### src/rtl/core/spa_pkg.sv
`default_nettype none

package spa_pkg;

    localparam int COEF_W = 32;
    localparam int EXPO_W = 8;
    localparam int TERM_W = COEF_W + EXPO_W;
    localparam int MODE_W = 2;

    localparam logic [MODE_W-1:0] MODE_FIRST  = 2'd0;
    localparam logic [MODE_W-1:0] MODE_SECOND = 2'd1;
    localparam logic [MODE_W-1:0] MODE_MERGE  = 2'd2;

    localparam logic signed [COEF_W-1:0] COEF_MAX = 32'sh7FFF_FFFF;
    localparam logic signed [COEF_W-1:0] COEF_MIN = 32'sh8000_0000;

    typedef struct packed {
        logic [EXPO_W-1:0]        expo;
        logic signed [COEF_W-1:0] coef;
    } term_t;

    typedef enum logic {
        ST_IDLE,
        ST_MERGE
    } state_t;

endpackage

`default_nettype wire

### src/rtl/core/sparse_polynomial_add_top.sv
// Sparse polynomial adder.
// The slave channel carries one transaction per term or command. s_tuser holds the mode:
// 0 appends the term in s_tdata to the first polynomial, 1 appends it to the second, and
// 2 merges both and streams the sum out of the master channel. Appends are taken one per
// cycle while idle (s_tready high) and produce nothing; an append to a full store is
// dropped and remembered. A merge enters the merge state, where each step loads one
// result into the output register: one per cycle while the receiver takes them, one term
// of each store being read from its memory port per step. s_tready stays low until the
// final result is loaded. Results are in descending exponent order, with m_tlast on the
// final one; two empty polynomials give a single result with term_valid clear.
// When m_tready is low the output register holds its transaction and the merge waits;
// appends are still taken while a finished result waits to be collected.
// The merge empties both stores and clears the dropped-term flag.
// Reset empties both stores and clears the flag; no memory clearing pass is needed.
module sparse_polynomial_add_top #(
    parameter int MAX_TERMS = 16
) (
    input  wire         aclk,
    input  wire         aresetn,
    input  wire         s_tvalid,
    output logic        s_tready,
    input  wire  [39:0] s_tdata,   // term_coefficient [31:0], term_exponent [39:32]
    input  wire  [1:0]  s_tuser,   // mode [1:0]
    output logic        m_tvalid,
    input  wire         m_tready,
    output logic [39:0] m_tdata,   // sum_coefficient [31:0], sum_exponent [39:32]
    output logic        m_tlast,
    output logic [1:0]  m_tuser    // term_valid [0], terms_dropped [1]
);

    localparam int CNT_W = $clog2(MAX_TERMS + 1);
    localparam int IDX_W = (MAX_TERMS > 1) ? $clog2(MAX_TERMS) : 1;
    localparam logic [CNT_W-1:0] CNT_MAX = CNT_W'(MAX_TERMS);

    spa_pkg::state_t state_reg, state_next;
    logic [CNT_W-1:0] cnt_a_reg, cnt_a_next, cnt_b_reg, cnt_b_next;
    logic [CNT_W-1:0] i_reg, i_next, j_reg, j_next, i_inc, j_inc;
    logic             ovf_reg, ovf_next;

    logic             m_valid_reg, m_valid_next;
    spa_pkg::term_t   m_term_reg, m_term_next;
    logic             m_tv_reg, m_tv_next;
    logic             m_last_reg, m_last_next;
    logic             m_drop_reg, m_drop_next;

    spa_pkg::term_t   in_term, rd_a, rd_b;
    logic             s_fire, out_free, step;
    logic             a_has, b_has, take_a, take_b, last;
    logic             wr_a, wr_b;
    logic signed [spa_pkg::COEF_W:0] sum_wide;
    logic signed [spa_pkg::COEF_W-1:0] sum_sat;

    assign in_term  = spa_pkg::term_t'(s_tdata);
    assign s_fire   = s_tvalid && s_tready;
    assign out_free = !m_valid_reg || m_tready;

    spa_store #(.DEPTH(MAX_TERMS)) u_store_a (
        .aclk    (aclk),
        .wr_en   (wr_a),
        .wr_addr (cnt_a_reg[IDX_W-1:0]),
        .wr_data (in_term),
        .rd_addr (i_next[IDX_W-1:0]),
        .rd_data (rd_a)
    );

    spa_store #(.DEPTH(MAX_TERMS)) u_store_b (
        .aclk    (aclk),
        .wr_en   (wr_b),
        .wr_addr (cnt_b_reg[IDX_W-1:0]),
        .wr_data (in_term),
        .rd_addr (j_next[IDX_W-1:0]),
        .rd_data (rd_b)
    );

    always_comb begin
        sum_wide = {rd_a.coef[spa_pkg::COEF_W-1], rd_a.coef}
                 + {rd_b.coef[spa_pkg::COEF_W-1], rd_b.coef};
        if (sum_wide[spa_pkg::COEF_W] != sum_wide[spa_pkg::COEF_W-1]) begin
            sum_sat = sum_wide[spa_pkg::COEF_W] ? spa_pkg::COEF_MIN : spa_pkg::COEF_MAX;
        end else begin
            sum_sat = sum_wide[spa_pkg::COEF_W-1:0];
        end
    end

    always_comb begin
        a_has  = i_reg < cnt_a_reg;
        b_has  = j_reg < cnt_b_reg;
        take_a = 1'b0;
        take_b = 1'b0;
        priority if (a_has && b_has && rd_a.expo == rd_b.expo) begin
            take_a = 1'b1;
            take_b = 1'b1;
        end else if (a_has && (!b_has || rd_a.expo > rd_b.expo)) begin
            take_a = 1'b1;
        end else begin
            take_b = b_has;
        end
        i_inc = i_reg + CNT_W'(take_a);
        j_inc = j_reg + CNT_W'(take_b);
        last  = (i_inc >= cnt_a_reg) && (j_inc >= cnt_b_reg);
    end

    always_comb begin
        state_next = state_reg;
        unique case (state_reg)
            spa_pkg::ST_IDLE: begin
                if (s_fire && s_tuser == spa_pkg::MODE_MERGE) begin
                    state_next = spa_pkg::ST_MERGE;
                end
            end
            spa_pkg::ST_MERGE: begin
                if (out_free && last) begin
                    state_next = spa_pkg::ST_IDLE;
                end
            end
            default: state_next = spa_pkg::ST_IDLE;
        endcase
    end

    always_comb begin
        s_tready = (state_reg == spa_pkg::ST_IDLE);
        step     = (state_reg == spa_pkg::ST_MERGE) && out_free;
        wr_a     = s_fire && s_tuser == spa_pkg::MODE_FIRST && cnt_a_reg < CNT_MAX;
        wr_b     = s_fire && s_tuser == spa_pkg::MODE_SECOND && cnt_b_reg < CNT_MAX;

        cnt_a_next = cnt_a_reg + CNT_W'(wr_a);
        cnt_b_next = cnt_b_reg + CNT_W'(wr_b);
        ovf_next   = ovf_reg
                   || (s_fire && s_tuser == spa_pkg::MODE_FIRST && !wr_a)
                   || (s_fire && s_tuser == spa_pkg::MODE_SECOND && !wr_b);
        i_next     = i_reg;
        j_next     = j_reg;

        m_valid_next = m_valid_reg && !m_tready;
        m_term_next  = m_term_reg;
        m_tv_next    = m_tv_reg;
        m_last_next  = m_last_reg;
        m_drop_next  = m_drop_reg;

        if (step) begin
            m_valid_next = 1'b1;
            m_tv_next    = take_a || take_b;
            m_last_next  = last;
            m_drop_next  = ovf_reg;
            if (take_a && take_b) begin
                m_term_next.coef = sum_sat;
                m_term_next.expo = rd_a.expo;
            end else if (take_a) begin
                m_term_next = rd_a;
            end else if (take_b) begin
                m_term_next = rd_b;
            end else begin
                m_term_next = '0;
            end
            if (last) begin
                i_next     = '0;
                j_next     = '0;
                cnt_a_next = '0;
                cnt_b_next = '0;
                ovf_next   = 1'b0;
            end else begin
                i_next = i_inc;
                j_next = j_inc;
            end
        end
    end

    always_ff @(posedge aclk) begin
        if (!aresetn) begin
            state_reg   <= spa_pkg::ST_IDLE;
            cnt_a_reg   <= '0;
            cnt_b_reg   <= '0;
            i_reg       <= '0;
            j_reg       <= '0;
            ovf_reg     <= 1'b0;
            m_valid_reg <= 1'b0;
        end else begin
            state_reg   <= state_next;
            cnt_a_reg   <= cnt_a_next;
            cnt_b_reg   <= cnt_b_next;
            i_reg       <= i_next;
            j_reg       <= j_next;
            ovf_reg     <= ovf_next;
            m_valid_reg <= m_valid_next;
        end
    end

    always_ff @(posedge aclk) begin
        m_term_reg <= m_term_next;
        m_tv_reg   <= m_tv_next;
        m_last_reg <= m_last_next;
        m_drop_reg <= m_drop_next;
    end

    assign m_tvalid = m_valid_reg;
    assign m_tdata  = m_term_reg;
    assign m_tlast  = m_last_reg;
    assign m_tuser  = {m_drop_reg, m_tv_reg};

    a_cnt_bound: assert property (@(posedge aclk) disable iff (!aresetn)
        cnt_a_reg <= CNT_MAX && cnt_b_reg <= CNT_MAX)
        else $error("Term count exceeds the store depth.");

    a_idx_bound: assert property (@(posedge aclk) disable iff (!aresetn)
        i_reg <= cnt_a_reg && j_reg <= cnt_b_reg)
        else $error("Merge index has run past its store.");

    a_merge_clear: assert property (@(posedge aclk) disable iff (!aresetn)
        (step && last) |=> (cnt_a_reg == '0 && cnt_b_reg == '0 && !ovf_reg))
        else $error("Stores not emptied at the end of a merge.");

    a_empty_last: assert property (@(posedge aclk) disable iff (!aresetn)
        (m_tvalid && !m_tuser[0]) |-> m_tlast)
        else $error("Empty-result marker without the last mark.");

endmodule

`default_nettype wire

### src/rtl/core/spa_store.sv
`default_nettype none

module spa_store #(
    parameter int  DEPTH  = 16,
    localparam int ADDR_W = (DEPTH > 1) ? $clog2(DEPTH) : 1
) (
    input  wire                 aclk,
    input  wire                 wr_en,
    input  wire [ADDR_W-1:0]    wr_addr,
    input  spa_pkg::term_t      wr_data,
    input  wire [ADDR_W-1:0]    rd_addr,
    output spa_pkg::term_t      rd_data
);

    spa_pkg::term_t mem [DEPTH];
    spa_pkg::term_t rd_data_reg;

    always_ff @(posedge aclk) begin
        if (wr_en) begin
            mem[wr_addr] <= wr_data;
        end
    end

    always_ff @(posedge aclk) begin
        rd_data_reg <= mem[rd_addr];
    end

    assign rd_data = rd_data_reg;

endmodule

`default_nettype wire
### config.mk
export PLATFORM = sky130hd
export DESIGN_NAME = sparse_polynomial_add_top
export DESIGN_NICKNAME = d
export VERILOG_FILES = /design/src/rtl/core/spa_pkg.sv /design/src/rtl/core/sparse_polynomial_add_top.sv /design/src/rtl/core/spa_store.sv
export SDC_FILE = /design/constraint.sdc
export NUM_CORES = 1
export LEC_CHECK = 0
export CORE_MARGIN = 2
export CORE_UTILIZATION = 50
export CTS_BUF_LIST = sky130_fd_sc_hd__clkbuf_8
export CTS_CLUSTER_SIZE = 10
export DETAILED_ROUTE_END_ITERATION = 10
export DONT_BUFFER_PORTS = 1
export PLACE_DENSITY_LB_ADDON = 0.1
export SLEW_MARGIN = 25
export SYNTH_ARGS = -nofsm -noshare
export SYNTH_HDL_FRONTEND = slang
export SYNTH_SLANG_ARGS = --single-unit
### constraint.sdc
create_clock -name aclk -period 12.75 [get_ports aclk]
set_input_delay 1.275 -clock aclk [delete_from_list [all_inputs] [get_ports aclk]]
set_output_delay 1.275 -clock aclk [all_outputs]
set_load 0.01 [all_outputs]
; Yosys cells after proc, flatten, opt, wreduce, memory -nomap -nowiden
; Memory sizes are Yosys's and may differ from the RTL's. A register that Yosys moved wholly into a read port is not among the register bits.
; Index checks and enable logic that the tools add are counted.
[totals]
reg_bits = 66
latch_bits = 0
mem_bits_rw = 1280
rom_bits = 0
inputBits = 46
n_memories = 2
[classes]
n_addsub = 5
n_mul = 0
n_div = 0
n_lt_le_gt_ge = 7
eq_ne = 4
n_shift = 0
mux = 27
bitwise_logic = 1
n_reduce_logical = 27
[mem_list]
columns = name, depth, word_bits, read_ports, rd_ports_with_merged_regs, write_ports, line
row1 = u_store_a.mem, 16, 40, 1, 1, 1, spa_store.sv:15  ; spa_pkg::term_t mem [DEPTH];
row2 = u_store_b.mem, 16, 40, 1, 1, 1, spa_store.sv:15
[op_table]
columns = cell, count
row1 = two-way mux 40 bit, 3
row2 = two-way mux 32 bit, 2
row3 = adder 32 x 32 -> 33 bit, 1
row4 = two-way mux 5 bit, 6
row5 = adder 5 x 1 -> 5 bit, 4
row6 = logical AND 1 bit, 16
row7 = two-way mux 1 bit, 13
row8 = greater-or-equal comparator 5 bit, 2
row9 = < comparator 5 bit, 2
row10 = "< comparator 5 bit, second input constant", 2
row11 = == test 8 bit, 1
row12 = > comparator 8 bit, 1
row13 = two-way mux 4 bit, 2
row14 = zero test 1 bit, 5
row15 = logical OR 1 bit, 5
row16 = "== test 2 x 1 -> 1 bit, second input constant", 1
row17 = "== test 2 bit, second input constant", 1
row18 = zero test 2 bit, 1
row19 = case mux 1 bit (2 select lines), 1
row20 = != test 1 bit, 1
row21 = inverter 1 bit, 1

; Logic depth before layout (Yosys ltp)
[logic_depth]
depth_word = 12
mapped_depth = 28
mapped_depth_nobuf = 23

; Modules after synthesis
; Synthesis repeated with hierarchy kept, for this count alone.
[hier_totals]
cells_unflattened = 2685
hier_area_um2 = 55914.9
[by_module_without_submodules]
columns = module, instances, cells_per_inst, area_per_inst_um2, seq_area_each_um2
row1 = spa_store, 2, 1040, 25131.6, 20019.2
row2 = sparse_polynomial_add_top, 1, 605, 5651.7, 1751.7

; Worst setup path after synthesis
; Ideal clock, no wire load.
[synth_path]
path_type = input port to flip-flop
start = input s_tuser[1]
end = memory u_store_b.mem[3][0] (netlist name) (enable)
setup_ps = 487
arrival_time_ps = 4797
t_required_ps = 12263
setup_slack_ps = 7466
stages = 5
cell_sequence = inv_1 nand3_1 nor3b_1 nand3_1 nor3_1
[synth_via]
elab_chain_len = 5
[synth_rtl]
columns = element, line
row1 = start: declaration, sparse_polynomial_add_top.sv:23  ; input wire [1:0] s_tuser,
row2 = == test 2 x 1 -> 1 bit, sparse_polynomial_add_top.sv:124  ; wr_b = s_fire && s_tuser == spa_pkg::MODE_SECOND && cnt_b_reg < CNT_MAX;
row3 = logical AND 1 bit (2 in series), sparse_polynomial_add_top.sv:124
row4 = two-way mux 1 bit, spa_store.sv:19  ; if (wr_en) begin
row5 = two-way mux 1 bit (implied by the code), spa_store.sv:20  ; mem[wr_addr] <= wr_data;
row6 = end: declaration, spa_store.sv:15
; Every way passes these cells.

; Worst setup path in the final report
[layout_path]
start = register i_reg[2]
end = register u_store_a.rd_data[33] (netlist name)
[layout_via]
elab_chain_len = 9
elab_cells_between_ends = 15
[layout_rtl]
columns = element, line
row1 = start: declaration, sparse_polynomial_add_top.sv:37  ; logic [CNT_W-1:0] i_reg, i_next, j_reg, j_next, i_inc, j_inc;
row2 = start signal: assignment, sparse_polynomial_add_top.sv:181  ; i_reg <= i_next;
row3 = < comparator 5 bit, sparse_polynomial_add_top.sv:86  ; a_has = i_reg < cnt_a_reg;
row4 = logical AND 1 bit (on tied branches), "sparse_polynomial_add_top.sv:93, sparse_polynomial_add_top.sv:90"
row5 = two-way mux 1 bit or logical AND 1 bit (tied branches), "sparse_polynomial_add_top.sv:93, sparse_polynomial_add_top.sv:90"
row6 = two-way mux 1 bit, sparse_polynomial_add_top.sv:90  ; priority if (a_has && b_has && rd_a.expo == rd_b.expo) begin
row7 = adder 5 x 1 -> 5 bit (on tied branches), "sparse_polynomial_add_top.sv:98, sparse_polynomial_add_top.sv:99"
row8 = greater-or-equal comparator 5 bit, sparse_polynomial_add_top.sv:100  ; last = (i_inc >= cnt_a_reg) && (j_inc >= cnt_b_reg);
row9 = logical AND 1 bit, sparse_polynomial_add_top.sv:100
row10 = two-way mux 5 bit, sparse_polynomial_add_top.sv:155  ; if (last) begin
row11 = two-way mux 4 bit (*), sparse_polynomial_add_top.sv:140  ; if (step) begin
; Every way passes the cells marked *; elsewhere a longest branch is shown, timed or not.
; A chain may end at the register's enable or synchronous reset.

==> qor.txt <==
Post-Synthesis Cells: 4135
Detailed-route DRC error count: 0
Share of the synthesized area in the top cell type: 0.6979
Core ar.: 112700 um^2
GRT overflow: 0
Grt met3 use: 0.05750
Placer Congestion: 0.8740
Maximum vdd drop: 0.08990 mV
Tot GR Track Use: 0.2809
Skew-Pair Late Insertion Delay: 0.91 ns
First-pass DRT Iterations: 6
Top Registers: u_store_a.mem (640), u_store_b.mem (640)
FF+latch area: 41790 um^2
DP Area: 58800 um^2
Gr busiest metal: met2
Finish-stage setup viols: 0
Switch share: 0.2122
CP required: 13.58 ns
FMAX: 0.1407 GHz
Synth Register Bits: 1426
Clk pwr share: 0.419
CTS Hold Bufs: 0
CP Capture Type: register
Dpl cells: 5444
Die area: 116600 um^2
R2R Setup Slk: 5.64 ns
Vias per cell: 5.983
CP Class: register to register
Io pins: 91
P_leak: 0.02184 uW
P_int: 7193 uW
Seq/Total Area, Yosys: 0.7341
Met1 usage: 0.3710
CTS root buf: clkbuf_8
Post-synth top cells: 1323 x edfxtp_1, 863 x nand2_1, 183 x clkbuf_1, 183 x nand3_1, 166 x a31oi_1
Final wirelength: 164.4 mm
IO Port Bufs: 0
Post-layout minimum cycle time: 7.105 ns
Final setup TNS: 0 ns
Slew Viols, Final: 0
Hold WC Path Type: input port to register
PostCTS Resize Cnt: 0
Synthesized net count: 4250
Post-CTS setup buffers: 0
Critical path arrival: 7.93 ns
Max H-tree Level: 4
Crit-path max FO: 153
Multi-input gate area: 14210 um^2
CTS max path bufs: 3
Most used DFF post-synth: edfxtp_1
Die H: 341.4 um
Final #Nets: 4289
First-pass GRT wire length: 235.9 mm
Yosys Warn Count: 0
Async S/R FF share, synth: 0
Final Hold Viols: 0
Net load switching power: 1938 uW
Cell area after synthesis: 56920 um^2
Count leader, synth: edfxtp_1
Logic pwr share: 0.017
Fin cells: 5873
Number of max-cap violations: 0
RSZ-0062 raised after global routing: false
Max-slew headroom: 0.2871
Crit start category: register
Layout cells sized above 1: 0.1121
Met2 global-route usage: 0.4607
Slew @ Worst Pin: 1.066 ns
Power per Cell Area: 144.1 nW/um^2
Area growth syn-to-layout: 11.31%
Post-synth top area cell: edfxtp_1
Vias in the first global route: 33997
Die Wd: 341.4 um
Area contributors post-synth: edfxtp_1 70%, nand2_1 5.7%, dfxtp_1 3.6%
Iter 0 DRT Violations: 3929
Clk sinks: 1426
Final Cycle Share: 0.5573
Initial Util: 0.5053
Post-route ant nets: 0
Avg WL per Cell: 27.99 um
Total CTS buffers: 226
Post-DP HPWL: 85.94 mm
Mean Syn Cell Area: 13.77 um^2
Design area: 63360 um^2
Post-synth EDFFs: 1323
Seq pwr share: 0.564
Layout Skew: 0.05496 ns
Antenna violations before repair: 4
Pin count of the biggest net entering global routing: 173
Via Count: 35137
CTS tree: built
FILL cells: 9152
Count of different cell masters after synthesis: 70
Status: finished clean
Row count: 123
Clock-pin slew on the worst setup and hold paths: 0.06 ns
==> worst max-delay path: stages (launching register included) <==
cell and delay (ns):
dfxtp_1 0.82, ha_1 0.37, a21oi_1 0.12, o21ai_1 0.27, a21oi_1 0.35, ha_1 0.24
ha_1 0.45, and2_1 0.21, nand2_1 0.07, xnor2_1 0.23, ha_1 0.31, a21o_1 0.20
a31oi_2 0.25, o211ai_1 0.20, buf_12 0.33, nand2_8 0.25, buf_4 0.66, buf_12 0.50
a211oi_1 0.19, a31oi_1 0.29, o22ai_1 0.18, nor2_1 0.17
==> power by group through the flow <==
stage          registers (uW)  clock network [uW]  logic [uW]
2_1_floorplan            5240                   0         103
3_3_place_gp             5250                   0         154
3_5_place_dp             5250                   0         154
4_1_cts                  5150                3890         155
5_1_grt                  5150                4090         169
6_report                 5150                3820         156
==> cell families (layout without fill, tap and decap cells) <==
group | Yosys count | in the layout | synth area share
muxes | 83 | 83 | 0.01460
AOI/OAI and AO/OA | 777 | 777 | 0.09425
xor gates and xnor gates | 41 | 41 | 0.006308
and+or+nand+nor | 1427 | 1427 | 0.1115
adders and majority gates | 69 | 69 | 0.01530
buffers and inverters | 312 | 549 | 0.02387
DFF | 1426 | 1426 | 0.7341
other | 0 | 1 | 0
==> per-stage QoR <==
step           hold WS, ns  power [uW]    util  worst slack [ns]
4_1_cts             0.3653        9194  0.5620             5.528
5_1_grt             0.4038        9413  0.5624             5.198
3_5_place_dp        0.4313        5404  0.5220             5.526
3_3_place_gp        0.4236        5404  0.5205             5.725
2_1_floorplan       0.4090        5348       -             7.466
6_report            0.4648        9131  0.5624             5.645
==> final cells by class <==
cell class / count / share of cell area
Antenna cell: 1 / 0.00003950
Clock inverter: 162 / 0.01380
Multi-Input combinational cell: 2397 / 0.2242
Clock buffer: 264 / 0.05735
Timing Repair Buffer: 83 / 0.01288
Inverter: 40 / 0.002508
Sequential cell: 1426 / 0.6596
Tap cell: 1500 / 0.02962
==> per-layer routing <==
| layer | up-vias | share of wire |
|---|---|---|
| li1 | 15789 | - |
| met1 | 17686 | 0.41 |
| met2 | 1374 | 0.48 |
| met3 | 288 | 0.076 |
| met4 | 0 | 0.034 |
| met5 | - | 0 |
==> path summary, 6_finish.rpt <==
path | from | end | cells past startpoint
max | i_reg[2]$_SDFF_PN0_ | u_store_a.rd_data[33]$_DFF_P_ | 21
min | s_tdata[16] | u_store_b.mem[7][16]$_DFFE_PP_ | 0
max reg2reg | i_reg[2]$_SDFF_PN0_ | u_store_a.rd_data[33]$_DFF_P_ | 21
min reg2reg | ovf_reg$_SDFF_PN0_ | m_drop_reg$_DFFE_PP_ | 0
==> cell usage in the layout, fill, tap and decap left out, drive strengths merged, types with 4 or more instances in the layout <==
master,count
a211oi,163
a21boi,4
a21o,14
a21oi,87
a22oi,31
a31oi,169
a32oi,80
and2,13
and3,163
buf,83
bufinv,6
clkbuf,264
clkinv,55
clkinvlp,5
dfxtp,103
edfxtp,1323
ha,68
inv,136
mux2i,83
nand2,865
nand2b,14
nand3,190
nand3b,5
nand4,46
nor2,98
nor2b,12
nor3,12
o211ai,28
o21a,11
o21ai,115
o22ai,39
o31ai,15
xnor2,25
xor2,16
Power figures use the tool's default switching activity.
